## src/design/bmwq_pkg.sv

```systemverilog
// shared types, widths and codes of the best-match wait queue
package bmwq_pkg;

  localparam int QUEUE_DEPTH_DEF = 16;
  localparam int NUM_TOKENS      = 4;
  localparam int COUNT_BITS      = 8;
  localparam int RANK_BITS       = 8;
  localparam int REQ_BITS        = 2;
  localparam int STATUS_BITS     = 2;

  localparam int COUNT_MAX  = (1 << COUNT_BITS) - 1;
  localparam int TOP_MAX    = COUNT_MAX * NUM_TOKENS;
  localparam int TOP_BITS   = $clog2(TOP_MAX + 1);
  localparam int SCORE_BITS = $clog2(NUM_TOKENS * (TOP_MAX + COUNT_MAX) + 1);

  localparam logic [REQ_BITS-1:0] REQ_APPEND = 2'd0;
  localparam logic [REQ_BITS-1:0] REQ_SERVE  = 2'd1;
  localparam logic [REQ_BITS-1:0] REQ_DELETE = 2'd2;

  typedef enum logic [STATUS_BITS-1:0] {
    ST_OK        = 2'd0,
    ST_FULL      = 2'd1,
    ST_NONE      = 2'd2,
    ST_NOT_FOUND = 2'd3
  } status_t;

  typedef logic [NUM_TOKENS-1:0][COUNT_BITS-1:0] counts_t;

  typedef struct packed {
    logic [RANK_BITS-1:0] rank;
    counts_t              counts;
  } entry_t;

endpackage

```

## src/design/bmwq_if.sv

```systemverilog
// request and response channel interfaces of the best-match wait queue
interface bmwq_req_if;
  import bmwq_pkg::*;
  logic                  valid;
  logic                  ready;
  logic [REQ_BITS-1:0]   req_type;
  logic [RANK_BITS-1:0]  proc_rank;
  logic [COUNT_BITS-1:0] count_0;
  logic [COUNT_BITS-1:0] count_1;
  logic [COUNT_BITS-1:0] count_2;
  logic [COUNT_BITS-1:0] count_3;

  modport source (output valid, req_type, proc_rank, count_0, count_1, count_2, count_3,
                  input ready);
  modport sink   (input valid, req_type, proc_rank, count_0, count_1, count_2, count_3,
                  output ready);
endinterface

interface bmwq_rsp_if;
  import bmwq_pkg::*;
  logic                   valid;
  logic                   ready;
  logic [STATUS_BITS-1:0] status;
  logic [RANK_BITS-1:0]   served_rank;
  logic [COUNT_BITS-1:0]  served_count_0;
  logic [COUNT_BITS-1:0]  served_count_1;
  logic [COUNT_BITS-1:0]  served_count_2;
  logic [COUNT_BITS-1:0]  served_count_3;
  logic [SCORE_BITS-1:0]  served_score;

  modport source (output valid, status, served_rank, served_count_0, served_count_1,
                  served_count_2, served_count_3, served_score, input ready);
  modport sink   (input valid, status, served_rank, served_count_0, served_count_1,
                  served_count_2, served_count_3, served_score, output ready);
endinterface

```

## src/design/bmwq_score.sv

```systemverilog
// match score of one stored entry against the reference vector
module bmwq_score (
  input  bmwq_pkg::counts_t                  ref_counts,
  input  logic [bmwq_pkg::TOP_BITS-1:0]      top,
  input  bmwq_pkg::counts_t                  ent_counts,
  output logic [bmwq_pkg::SCORE_BITS-1:0]    score
);
  import bmwq_pkg::*;

  logic [SCORE_BITS-1:0] acc;
  logic [COUNT_BITS-1:0] small_cnt;

  always_comb begin
    acc       = '0;
    small_cnt = '0;
    for (int t = 0; t < NUM_TOKENS; t++) begin
      if (ref_counts[t] != '0 && ent_counts[t] != '0) begin
        small_cnt = (ref_counts[t] <= ent_counts[t]) ? ref_counts[t] : ent_counts[t];
        acc = acc + SCORE_BITS'(top) + SCORE_BITS'(small_cnt);
      end
    end
    score = acc;
  end

endmodule

```

## src/design/best_match_wait_queue.sv

```systemverilog
// top level of the best-match wait queue
//
// usage
//   req channel carries one request: append (rank + counts stored at the tail),
//   serve (counts are the reference vector; the best-scoring entry, nearest the
//   head on ties, is removed and returned) or delete (first entry with the rank
//   is removed). rsp channel returns exactly one response per request.
//   entries live in a single-port-write, registered-read memory; a request is
//   taken only while the sequencer is idle (req.ready is low otherwise).
// sequence, from the accepting edge to rsp.valid
//   append and the undefined type go straight to loading the response.
//   serve and delete: a scan of the occupied entries, then,
//   when an entry is removed, a compaction that moves the later entries up
//   one place, then the response is loaded.
//   no new request is taken before the last one's response is loaded; the
//   sequencer is idle again, ready for the next request, as rsp.valid rises.
// reset: the queue comes up empty; no clearing pass, entries are only read
//   below the occupancy count.
// stall: a response waits in the output register while the next request is
//   accepted and worked on; that response is held until the register is taken.
module best_match_wait_queue #(
  parameter int QUEUE_DEPTH = bmwq_pkg::QUEUE_DEPTH_DEF
) (
  input logic       clk,
  input logic       rst,
  bmwq_req_if.sink   req,
  bmwq_rsp_if.source rsp
);
  import bmwq_pkg::*;

  localparam int ADDR_BITS = $clog2(QUEUE_DEPTH);
  localparam int OCC_BITS  = $clog2(QUEUE_DEPTH + 1);

  typedef enum logic [3:0] {
    S_IDLE   = 4'b0001,
    S_SCAN   = 4'b0010,
    S_SHIFT  = 4'b0100,
    S_FINISH = 4'b1000
  } state_t;

  state_t state;

  // queue storage and its read pipeline
  entry_t                mem [QUEUE_DEPTH];
  entry_t                rd_data;
  logic [ADDR_BITS-1:0]  rd_addr;
  logic                  rd_issue;
  logic                  rd_pend;
  logic [ADDR_BITS-1:0]  rd_pos;
  logic [OCC_BITS-1:0]   rd_ptr;
  logic                  wr_en;
  logic [ADDR_BITS-1:0]  wr_addr;
  entry_t                wr_data;
  logic [OCC_BITS-1:0]   occ;

  // request held during the scan
  logic [REQ_BITS-1:0]   kind_q;
  logic [RANK_BITS-1:0]  rank_q;
  counts_t               ref_q;
  logic [TOP_BITS-1:0]   top_q;
  counts_t               req_counts;
  logic [COUNT_BITS-1:0] req_max;
  logic [TOP_BITS-1:0]   req_top;

  // running best and the result
  logic                  found;
  logic [ADDR_BITS-1:0]  best_pos;
  logic [SCORE_BITS-1:0] best_score;
  logic [SCORE_BITS-1:0] score;
  entry_t                best_entry;
  status_t               res_status;

  // output register
  logic                  out_valid;
  status_t               out_status;
  entry_t                out_entry;
  logic [SCORE_BITS-1:0] out_score;
  logic                  out_load;
  logic                  scan_done;

  assign req_counts[0] = req.count_0;
  assign req_counts[1] = req.count_1;
  assign req_counts[2] = req.count_2;
  assign req_counts[3] = req.count_3;

  // top = largest reference count times the vector length
  always_comb begin
    req_max = '0;
    for (int t = 0; t < NUM_TOKENS; t++) begin
      if (req_counts[t] > req_max) req_max = req_counts[t];
    end
    req_top = TOP_BITS'(req_max) * TOP_BITS'(NUM_TOKENS);
  end

  // shared scoring unit, fed by the memory read data
  bmwq_score u_score (
    .ref_counts (ref_q),
    .top        (top_q),
    .ent_counts (rd_data.counts),
    .score      (score)
  );

  assign req.ready = (state == S_IDLE);
  assign rd_issue  = (state == S_SCAN || state == S_SHIFT) && (rd_ptr < occ);
  assign rd_addr   = rd_ptr[ADDR_BITS-1:0];
  assign scan_done = (rd_ptr >= occ) && !rd_pend;
  assign out_load  = (state == S_FINISH) && (!out_valid || rsp.ready);

  // write port: append at the tail, or copy one entry up during compaction
  always_comb begin
    wr_en   = 1'b0;
    wr_addr = occ[ADDR_BITS-1:0];
    wr_data = '{rank: req.proc_rank, counts: req_counts};
    if (state == S_IDLE && req.valid && req.req_type == REQ_APPEND &&
        occ != OCC_BITS'(QUEUE_DEPTH)) begin
      wr_en = 1'b1;
    end
    if (state == S_SHIFT && rd_pend) begin
      wr_en   = 1'b1;
      wr_addr = rd_pos - ADDR_BITS'(1);
      wr_data = rd_data;
    end
  end

  always_ff @(posedge clk) begin
    if (wr_en) mem[wr_addr] <= wr_data;
    rd_data <= mem[rd_addr];
  end

  // sequencer
  always_ff @(posedge clk) begin
    if (rst) begin
      state   <= S_IDLE;
      occ     <= '0;
      rd_pend <= 1'b0;
      rd_ptr  <= '0;
      found   <= 1'b0;
    end else begin
      rd_pend <= rd_issue;
      rd_pos  <= rd_ptr[ADDR_BITS-1:0];
      if (rd_issue) rd_ptr <= rd_ptr + OCC_BITS'(1);

      unique case (state)
        S_IDLE: begin
          if (req.valid) begin
            kind_q     <= req.req_type;
            rank_q     <= req.proc_rank;
            ref_q      <= req_counts;
            top_q      <= req_top;
            best_score <= '0;
            best_pos   <= '0;
            found      <= 1'b0;
            rd_ptr     <= '0;
            unique case (req.req_type)
              REQ_APPEND: begin
                if (occ == OCC_BITS'(QUEUE_DEPTH)) begin
                  res_status <= ST_FULL;
                end else begin
                  occ        <= occ + OCC_BITS'(1);
                  res_status <= ST_OK;
                end
                state <= S_FINISH;
              end
              REQ_SERVE, REQ_DELETE: state <= S_SCAN;
              default: begin
                res_status <= ST_NONE;
                state      <= S_FINISH;
              end
            endcase
          end
        end

        S_SCAN: begin
          if (rd_pend) begin
            if (kind_q == REQ_SERVE) begin
              // strict compare keeps the entry nearest the head on ties
              if (score > best_score) begin
                best_score <= score;
                best_pos   <= rd_pos;
                best_entry <= rd_data;
                found      <= 1'b1;
              end
            end else if (!found && rd_data.rank == rank_q) begin
              best_pos <= rd_pos;
              found    <= 1'b1;
            end
          end
          if (scan_done) begin
            if (found) begin
              res_status <= ST_OK;
              rd_ptr     <= OCC_BITS'(best_pos) + OCC_BITS'(1);
              state      <= S_SHIFT;
            end else begin
              res_status <= (kind_q == REQ_SERVE) ? ST_NONE : ST_NOT_FOUND;
              state      <= S_FINISH;
            end
          end
        end

        S_SHIFT: begin
          // later entries moved up one place; drop the tail
          if (scan_done) begin
            occ   <= occ - OCC_BITS'(1);
            state <= S_FINISH;
          end
        end

        S_FINISH: begin
          if (out_load) state <= S_IDLE;
        end

        default: state <= S_IDLE;
      endcase
    end
  end

  // output register
  always_ff @(posedge clk) begin
    if (rst) begin
      out_valid <= 1'b0;
    end else if (out_load) begin
      out_valid <= 1'b1;
    end else if (rsp.ready) begin
      out_valid <= 1'b0;
    end
  end

  always_ff @(posedge clk) begin
    if (out_load) begin
      out_status <= res_status;
      if (found && kind_q == REQ_SERVE) begin
        out_entry <= best_entry;
        out_score <= best_score;
      end else begin
        out_entry <= '0;
        out_score <= '0;
      end
    end
  end

  assign rsp.valid          = out_valid;
  assign rsp.status         = out_status;
  assign rsp.served_rank    = out_entry.rank;
  assign rsp.served_count_0 = out_entry.counts[0];
  assign rsp.served_count_1 = out_entry.counts[1];
  assign rsp.served_count_2 = out_entry.counts[2];
  assign rsp.served_count_3 = out_entry.counts[3];
  assign rsp.served_score   = out_score;

  // occupancy never passes the queue depth
  a_occ_bound: assert property (@(posedge clk) disable iff (rst)
    occ <= OCC_BITS'(QUEUE_DEPTH))
    else $error("occupancy above queue depth");

  // an append that fits grows the queue by exactly one
  a_append_grows: assert property (@(posedge clk) disable iff (rst)
    (state == S_IDLE && req.valid && req.req_type == REQ_APPEND &&
     occ != OCC_BITS'(QUEUE_DEPTH)) |=> (occ == $past(occ) + OCC_BITS'(1)))
    else $error("append did not grow the queue");

  // every pending read lies below the occupancy
  a_read_in_range: assert property (@(posedge clk) disable iff (rst)
    rd_pend |-> (OCC_BITS'(rd_pos) < occ))
    else $error("read beyond the stored entries");

  // a served entry always carries a positive score
  a_served_score: assert property (@(posedge clk) disable iff (rst)
    (state == S_FINISH && found && kind_q == REQ_SERVE) |-> (best_score != '0))
    else $error("serve with zero score");

endmodule

```

## src/flat_wrapper.sv

```systemverilog
// flat-port wrapper written by rule: the top's interface ports become plain ports
module best_match_wait_queue_flat import bmwq_pkg::*;
#(
  parameter int QUEUE_DEPTH = bmwq_pkg::QUEUE_DEPTH_DEF
)
  (clk, rst, req_valid, req_req_type, req_proc_rank, req_count_0, req_count_1, req_count_2, req_count_3, req_ready, rsp_valid, rsp_status, rsp_served_rank, rsp_served_count_0, rsp_served_count_1, rsp_served_count_2, rsp_served_count_3, rsp_served_score, rsp_ready);
  bmwq_req_if req_i ();
  bmwq_rsp_if rsp_i ();
  input logic clk;
  input logic rst;
  input wire logic [$bits(req_i.valid)-1:0] req_valid;
  input wire logic [$bits(req_i.req_type)-1:0] req_req_type;
  input wire logic [$bits(req_i.proc_rank)-1:0] req_proc_rank;
  input wire logic [$bits(req_i.count_0)-1:0] req_count_0;
  input wire logic [$bits(req_i.count_1)-1:0] req_count_1;
  input wire logic [$bits(req_i.count_2)-1:0] req_count_2;
  input wire logic [$bits(req_i.count_3)-1:0] req_count_3;
  output wire logic [$bits(req_i.ready)-1:0] req_ready;
  output wire logic [$bits(rsp_i.valid)-1:0] rsp_valid;
  output wire logic [$bits(rsp_i.status)-1:0] rsp_status;
  output wire logic [$bits(rsp_i.served_rank)-1:0] rsp_served_rank;
  output wire logic [$bits(rsp_i.served_count_0)-1:0] rsp_served_count_0;
  output wire logic [$bits(rsp_i.served_count_1)-1:0] rsp_served_count_1;
  output wire logic [$bits(rsp_i.served_count_2)-1:0] rsp_served_count_2;
  output wire logic [$bits(rsp_i.served_count_3)-1:0] rsp_served_count_3;
  output wire logic [$bits(rsp_i.served_score)-1:0] rsp_served_score;
  input wire logic [$bits(rsp_i.ready)-1:0] rsp_ready;
  assign req_i.valid = req_valid;
  assign req_i.req_type = req_req_type;
  assign req_i.proc_rank = req_proc_rank;
  assign req_i.count_0 = req_count_0;
  assign req_i.count_1 = req_count_1;
  assign req_i.count_2 = req_count_2;
  assign req_i.count_3 = req_count_3;
  assign req_ready = req_i.ready;
  assign rsp_valid = rsp_i.valid;
  assign rsp_status = rsp_i.status;
  assign rsp_served_rank = rsp_i.served_rank;
  assign rsp_served_count_0 = rsp_i.served_count_0;
  assign rsp_served_count_1 = rsp_i.served_count_1;
  assign rsp_served_count_2 = rsp_i.served_count_2;
  assign rsp_served_count_3 = rsp_i.served_count_3;
  assign rsp_served_score = rsp_i.served_score;
  assign rsp_i.ready = rsp_ready;
  best_match_wait_queue #(.QUEUE_DEPTH(QUEUE_DEPTH)) u_core (.clk(clk), .rst(rst), .req(req_i), .rsp(rsp_i));
endmodule
```

## config.mk

```make
export PLATFORM = sky130hd
export DESIGN_NAME = best_match_wait_queue_flat
export DESIGN_NICKNAME = d
export VERILOG_FILES = /design/src/design/bmwq_pkg.sv /design/src/design/bmwq_if.sv /design/src/design/bmwq_score.sv /design/src/design/best_match_wait_queue.sv /design/src/flat_wrapper.sv
export SDC_FILE = /design/constraint.sdc
export NUM_CORES = 1
export LEC_CHECK = 0
export ABC_AREA = 0
export BUFFER_PORTS_ARGS = -buffer_cell sky130_fd_sc_hd__buf_2
export CORE_UTILIZATION = 62
export DETAILED_ROUTE_END_ITERATION = 8
export GPL_TIMING_DRIVEN = 0
export HOLD_SLACK_MARGIN = 0.08
export PLACE_DENSITY = 0.91
export RECOVER_POWER = 50
export SLEW_MARGIN = 20
export SYNTH_ARGS = -nofsm -noshare
export SYNTH_HDL_FRONTEND = slang
export SYNTH_SLANG_ARGS = --single-unit
```

## constraint.sdc

```tcl
create_clock -name clk -period 13.7 [get_ports clk]
set_clock_uncertainty 0.2 [all_clocks]
set_input_delay 0.685 -clock clk [delete_from_list [all_inputs] [get_ports clk]]
set_output_delay 0.685 -clock clk [all_outputs]
set_load 0.05 [all_outputs]
```

==> parameters.txt <==
Parameter                              Value

Global routing
  GRT Total Usage ... between 30% and 40%
  Antenna violations before repair ... 4
  Global-route wire length before repair ... ~160000 um
  Largest net degree at the start of global routing ... 29
  Leftover overflow at the end of global routing ... 0
  Vias in the first global route ... about 24000

Yosys
  Synthesized instance count ... between 2000 and 2500
  Total standard cell area after synthesis ... ~38000 sq um
  Ys Warns ... 0
  Count of unique library cells instantiated by Yosys ... 69
  Average cell area after synthesis ... 17.1 sq um
  Async SR Flop Fraction ... 0%
  Sequential share of the synthesized area ... roughly two thirds
  Synthesized netlist net count ... ~2400
  Post-synth top flop ... sky130_fd_sc_hd__edfxtp_1
  Number of register bits inferred by synthesis ... between 800 and 900
  Number of synthesized flops with an enable pin ... ~810

STA
  Final Setup Violations ... 0
  Worst path setup slack after routing ... ~1.9 ns
  Slew at the pin with the worst max-slew slack ... about 2.3 ns
  Fin crit period ... between 10 and 15 ns
  Final Max Tran Viols ... 355
  Relative slew margins ... -56.3%
  Fraction of the cycle the final worst path needs ... around 86%
  Hold violation count in the final report ... 0
  Max Freq ... roughly 85 MHz
  RSZ-0062 raised after global routing ... no

CTS
  Max H-tree Level ... 3
  Post-CTS Setup Bufs ... 0
  Clock tree buffer depth ... 3
  Clock tree from TritonCTS ... done
  Clock transition time at the flip-flop clock pins of the worst setup and hold paths ... 0.06 ns
  Number of gates resized after cts ... 0
  Num Clock Sinks ... 865
  Buffer type at the clock tree root ... sky130_fd_sc_hd__clkbuf_16
  TritonCTS buffer count ... just over 80
  Clock Latency Late Sink ... approximately 0.65 ns

Cells and area
  Relative area change from synthesis to final layout ... 13.5%
  Design area ... around 43000 sq um
  Share of post-route cells with drive strength above 1 ... about 16%
  Nets ... about 2700
  Final-layout fill cell count ... ~3400

Worst setup path
  Required time at the worst-slack endpoint ... 13.77 ns
  Type of the worst setup path ... reg2reg
  Critical-path top delay cell ... sky130_fd_sc_hd__a21oi_2
  Worst path bufs/invs ... 5
  Launching element type of the critical path ... flop
  Arrival time of the worst setup path ... roughly 12 ns
  CP delay by family, top ... adder cells
  Max stage delay on crit path ... between 0.7 and 0.8 ns
  Worst reg2reg path startpoint ... u_core.rd_data[5]$_DFF_P_
  Largest driver fanout on the critical path ... 13
  Most repeated library cell on the critical path ... sky130_fd_sc_hd__ha_1
  Crit. End Element ... flop
  Critical Path Source ... u_core.rd_data[5]$_DFF_P_

Route
  Number of vias after detailed routing ... roughly 24000
  Post-detailed-route DRC marker count ... 1
  Iteration-0 DRC Markers ... 3698
  Total iterations of the first detailed-routing run ... 9
  Vias per Instance ... 7.15
  Detail-routed net length per standard cell ... 33.2 um
  Routed wire length ... around 110000 um
  Number of nets with antenna violations after routing ... 0

Placed design
  Placed inst area ... 40200 sq um
  IO buf count ... between 100 and 150
  Placer congestion estimate ... 0.966
  Post-placement worst setup slack ... ~2.3 ns
  Post-detail-place hpwl ... between 60000 and 70000 um

Floorplan
  Die outline area ... about 62000 sq um
  Initial core utilization ... between 60% and 70%
  Die boundary height ... 248 um
  Placeable core area ... 59500 sq um
  Count of pins on the block boundary ... 103
  Number of core rows ... between 80 and 90
  Horizontal die dimension ... around 250 um

Min path
  Worst hold-check path type ... in2reg
  Origin of the worst min-delay path ... req_valid

Pwr
  P per Cell Area ... 247 nW/um^2
  Leakage Power ... approximately 14 nW
  Maximum ir drop on the vdd rail ... around 0.55 mV

Run
  Max_cap viols ... 22

Status
  Violations in the final reports ... DRC, capacitance limit, slew limit
  Run status ... finished with violations
-- worst reg2reg max path, delay by kind of cell (launching register included) --
kind | cells | cell delay, ns
adder cells (fa/ha/maj) | 10 | 3.89
AO/OA/AOI/OAI | 16 | 3.51
AND/OR/NAND/NOR | 13 | 2.36
flip-flops | 1 | 0.62
buffers and inverters | 5 | 0.61
XOR/XNOR | 1 | 0.20
-- cell usage in the layout, fill, tap and decap left out, drive strengths merged, types with 8 or more instances in the layout --
cell type,instances
o21ai,75
dfxtp,57
o21a,29
xor2,18
mux4,200
inv,129
xnor2,32
edfxtp,808
clkbuf,305
ha,130
nand4,19
nor3,23
nand3,27
a21oi,57
dlygate4sd3,19
nor2,68
and2,54
mux2i,25
fa,21
o2111ai,8
o211ai,12
nor4,20
nand2,119
buf,45
mux2,25
and3,12
clkinv,26
a21o,26
a211oi,11
nor2b,17
nand2b,8
-- registers in the layout, summed over array words and instances, names as in the netlist, 13 cells and up --
register,cells
u_core.ref_q,32
u_core.rd_data,40
u_core.rsp.served_score,13
u_core.best_entry,40
u_core.best_score,13
u_core.mem,640
-- kinds of logic (layout without fill, tap and decap cells) --
logic type	after synthesis	in the layout	synth area share, %
flip-flops	865	865	67.6
AND/OR/NAND/NOR	389	389	5.17
AO/OA/AOI/OAI	286	286	5.07
multiplexers	250	250	13.4
buffers and inverters	211	532	2.15
adder cells (fa/ha/maj)	151	151	5.45
XOR/XNOR	50	50	1.17
other	0	1	0
-- power by group --
| group | internal (mW) | total, mW | switching (mW) | leakage [nW] |
|---|---|---|---|---|
| Combinational | 2.23 | 5.23 | 2.99 | 5.26 |
| Sequential | 2.95 | 2.99 | 0.0428 | 7.72 |
| Clock | 1.27 | 2.30 | 1.03 | 1.30 |
| Total | 6.45 | 10.5 | 4.07 | 14.3 |
-- synth_stat cells, types with 22 or more instances --
cell	number	area, sq um
sky130_fd_sc_hd__mux2i_1	25	250
sky130_fd_sc_hd__o21a_1	29	218
sky130_fd_sc_hd__nand2_1	119	447
sky130_fd_sc_hd__and2_1	54	338
sky130_fd_sc_hd__o21ai_0	74	370
sky130_fd_sc_hd__a21oi_1	55	275
sky130_fd_sc_hd__nand3_1	27	135
sky130_fd_sc_hd__inv_1	126	473
sky130_fd_sc_hd__nor3_1	22	110
sky130_fd_sc_hd__xnor2_1	32	280
sky130_fd_sc_hd__ha_1	130	1630
sky130_fd_sc_hd__edfxtp_1	808	24300
sky130_fd_sc_hd__mux2_2	25	282
sky130_fd_sc_hd__mux4_2	200	4500
sky130_fd_sc_hd__nor2_1	68	255
sky130_fd_sc_hd__dfxtp_1	57	1140
sky130_fd_sc_hd__clkbuf_1	64	240
sky130_fd_sc_hd__a21o_1	26	195
-- what timing repair did --
action / CTS / global route
setup endpoints to repair: 0 / 0
hold buffers: 19 / 0
hold endpoints to repair: 19 / 0
-- per-stage QoR --
step	hold slack, ns	util (%)	power, mW	std cells	TNS [ns]
floorplan	0.200	-	7.02	2202	0
global placement	0.218	65.7	7.94	3077	-6.15
detailed placement	0.217	67.6	8.14	3127	0
CTS	0.0836	72.4	10.5	3294	0
global route	0.106	71.7	11.3	3296	0
finish	0.112	71.7	10.5	3297	0
-- cell type report --
cell class | instances | area, sq um | share of cell area (%)
Antenna cell | 1 | 2.50 | 0.00587
Multi-Input combinational cell | 1126 | 11400 | 26.7
Sequential cell | 865 | 25400 | 59.6
Clock buffer | 111 | 2280 | 5.35
Timing Repair Buffer | 173 | 1410 | 3.31
Inverter | 126 | 473 | 1.11
Buffer | 85 | 334 | 0.783
Tap cell | 773 | 967 | 2.27
Clock inverter | 37 | 369 | 0.865
-- final timing paths --
| kind | end | slack, ns | cells past startpoint |
|---|---|---|---|
| worst min register to register | u_core.rsp.status[1]$_DFFE_PP_ | 0.24 | 0 |
| worst max-delay path | u_core.best_score[9]$_SDFFCE_PN0P_ | 1.92 | 45 |
| worst min-delay path | u_core.state[0]$_SDFFE_PP1P_ | 0.11 | 2 |
| worst max register to register | u_core.best_score[9]$_SDFFCE_PN0P_ | 1.92 | 45 |
-- metal layers --
layer	up-vias	global-route usage (%)	wire [um]
li1	9207	-	-
met1	11638	44.6	36100
met2	2187	59.1	53100
met3	523	7.88	13200
met4	4	21.8	7140
met5	-	0	26
No activity file was read; power rests on OpenSTA's default activity.
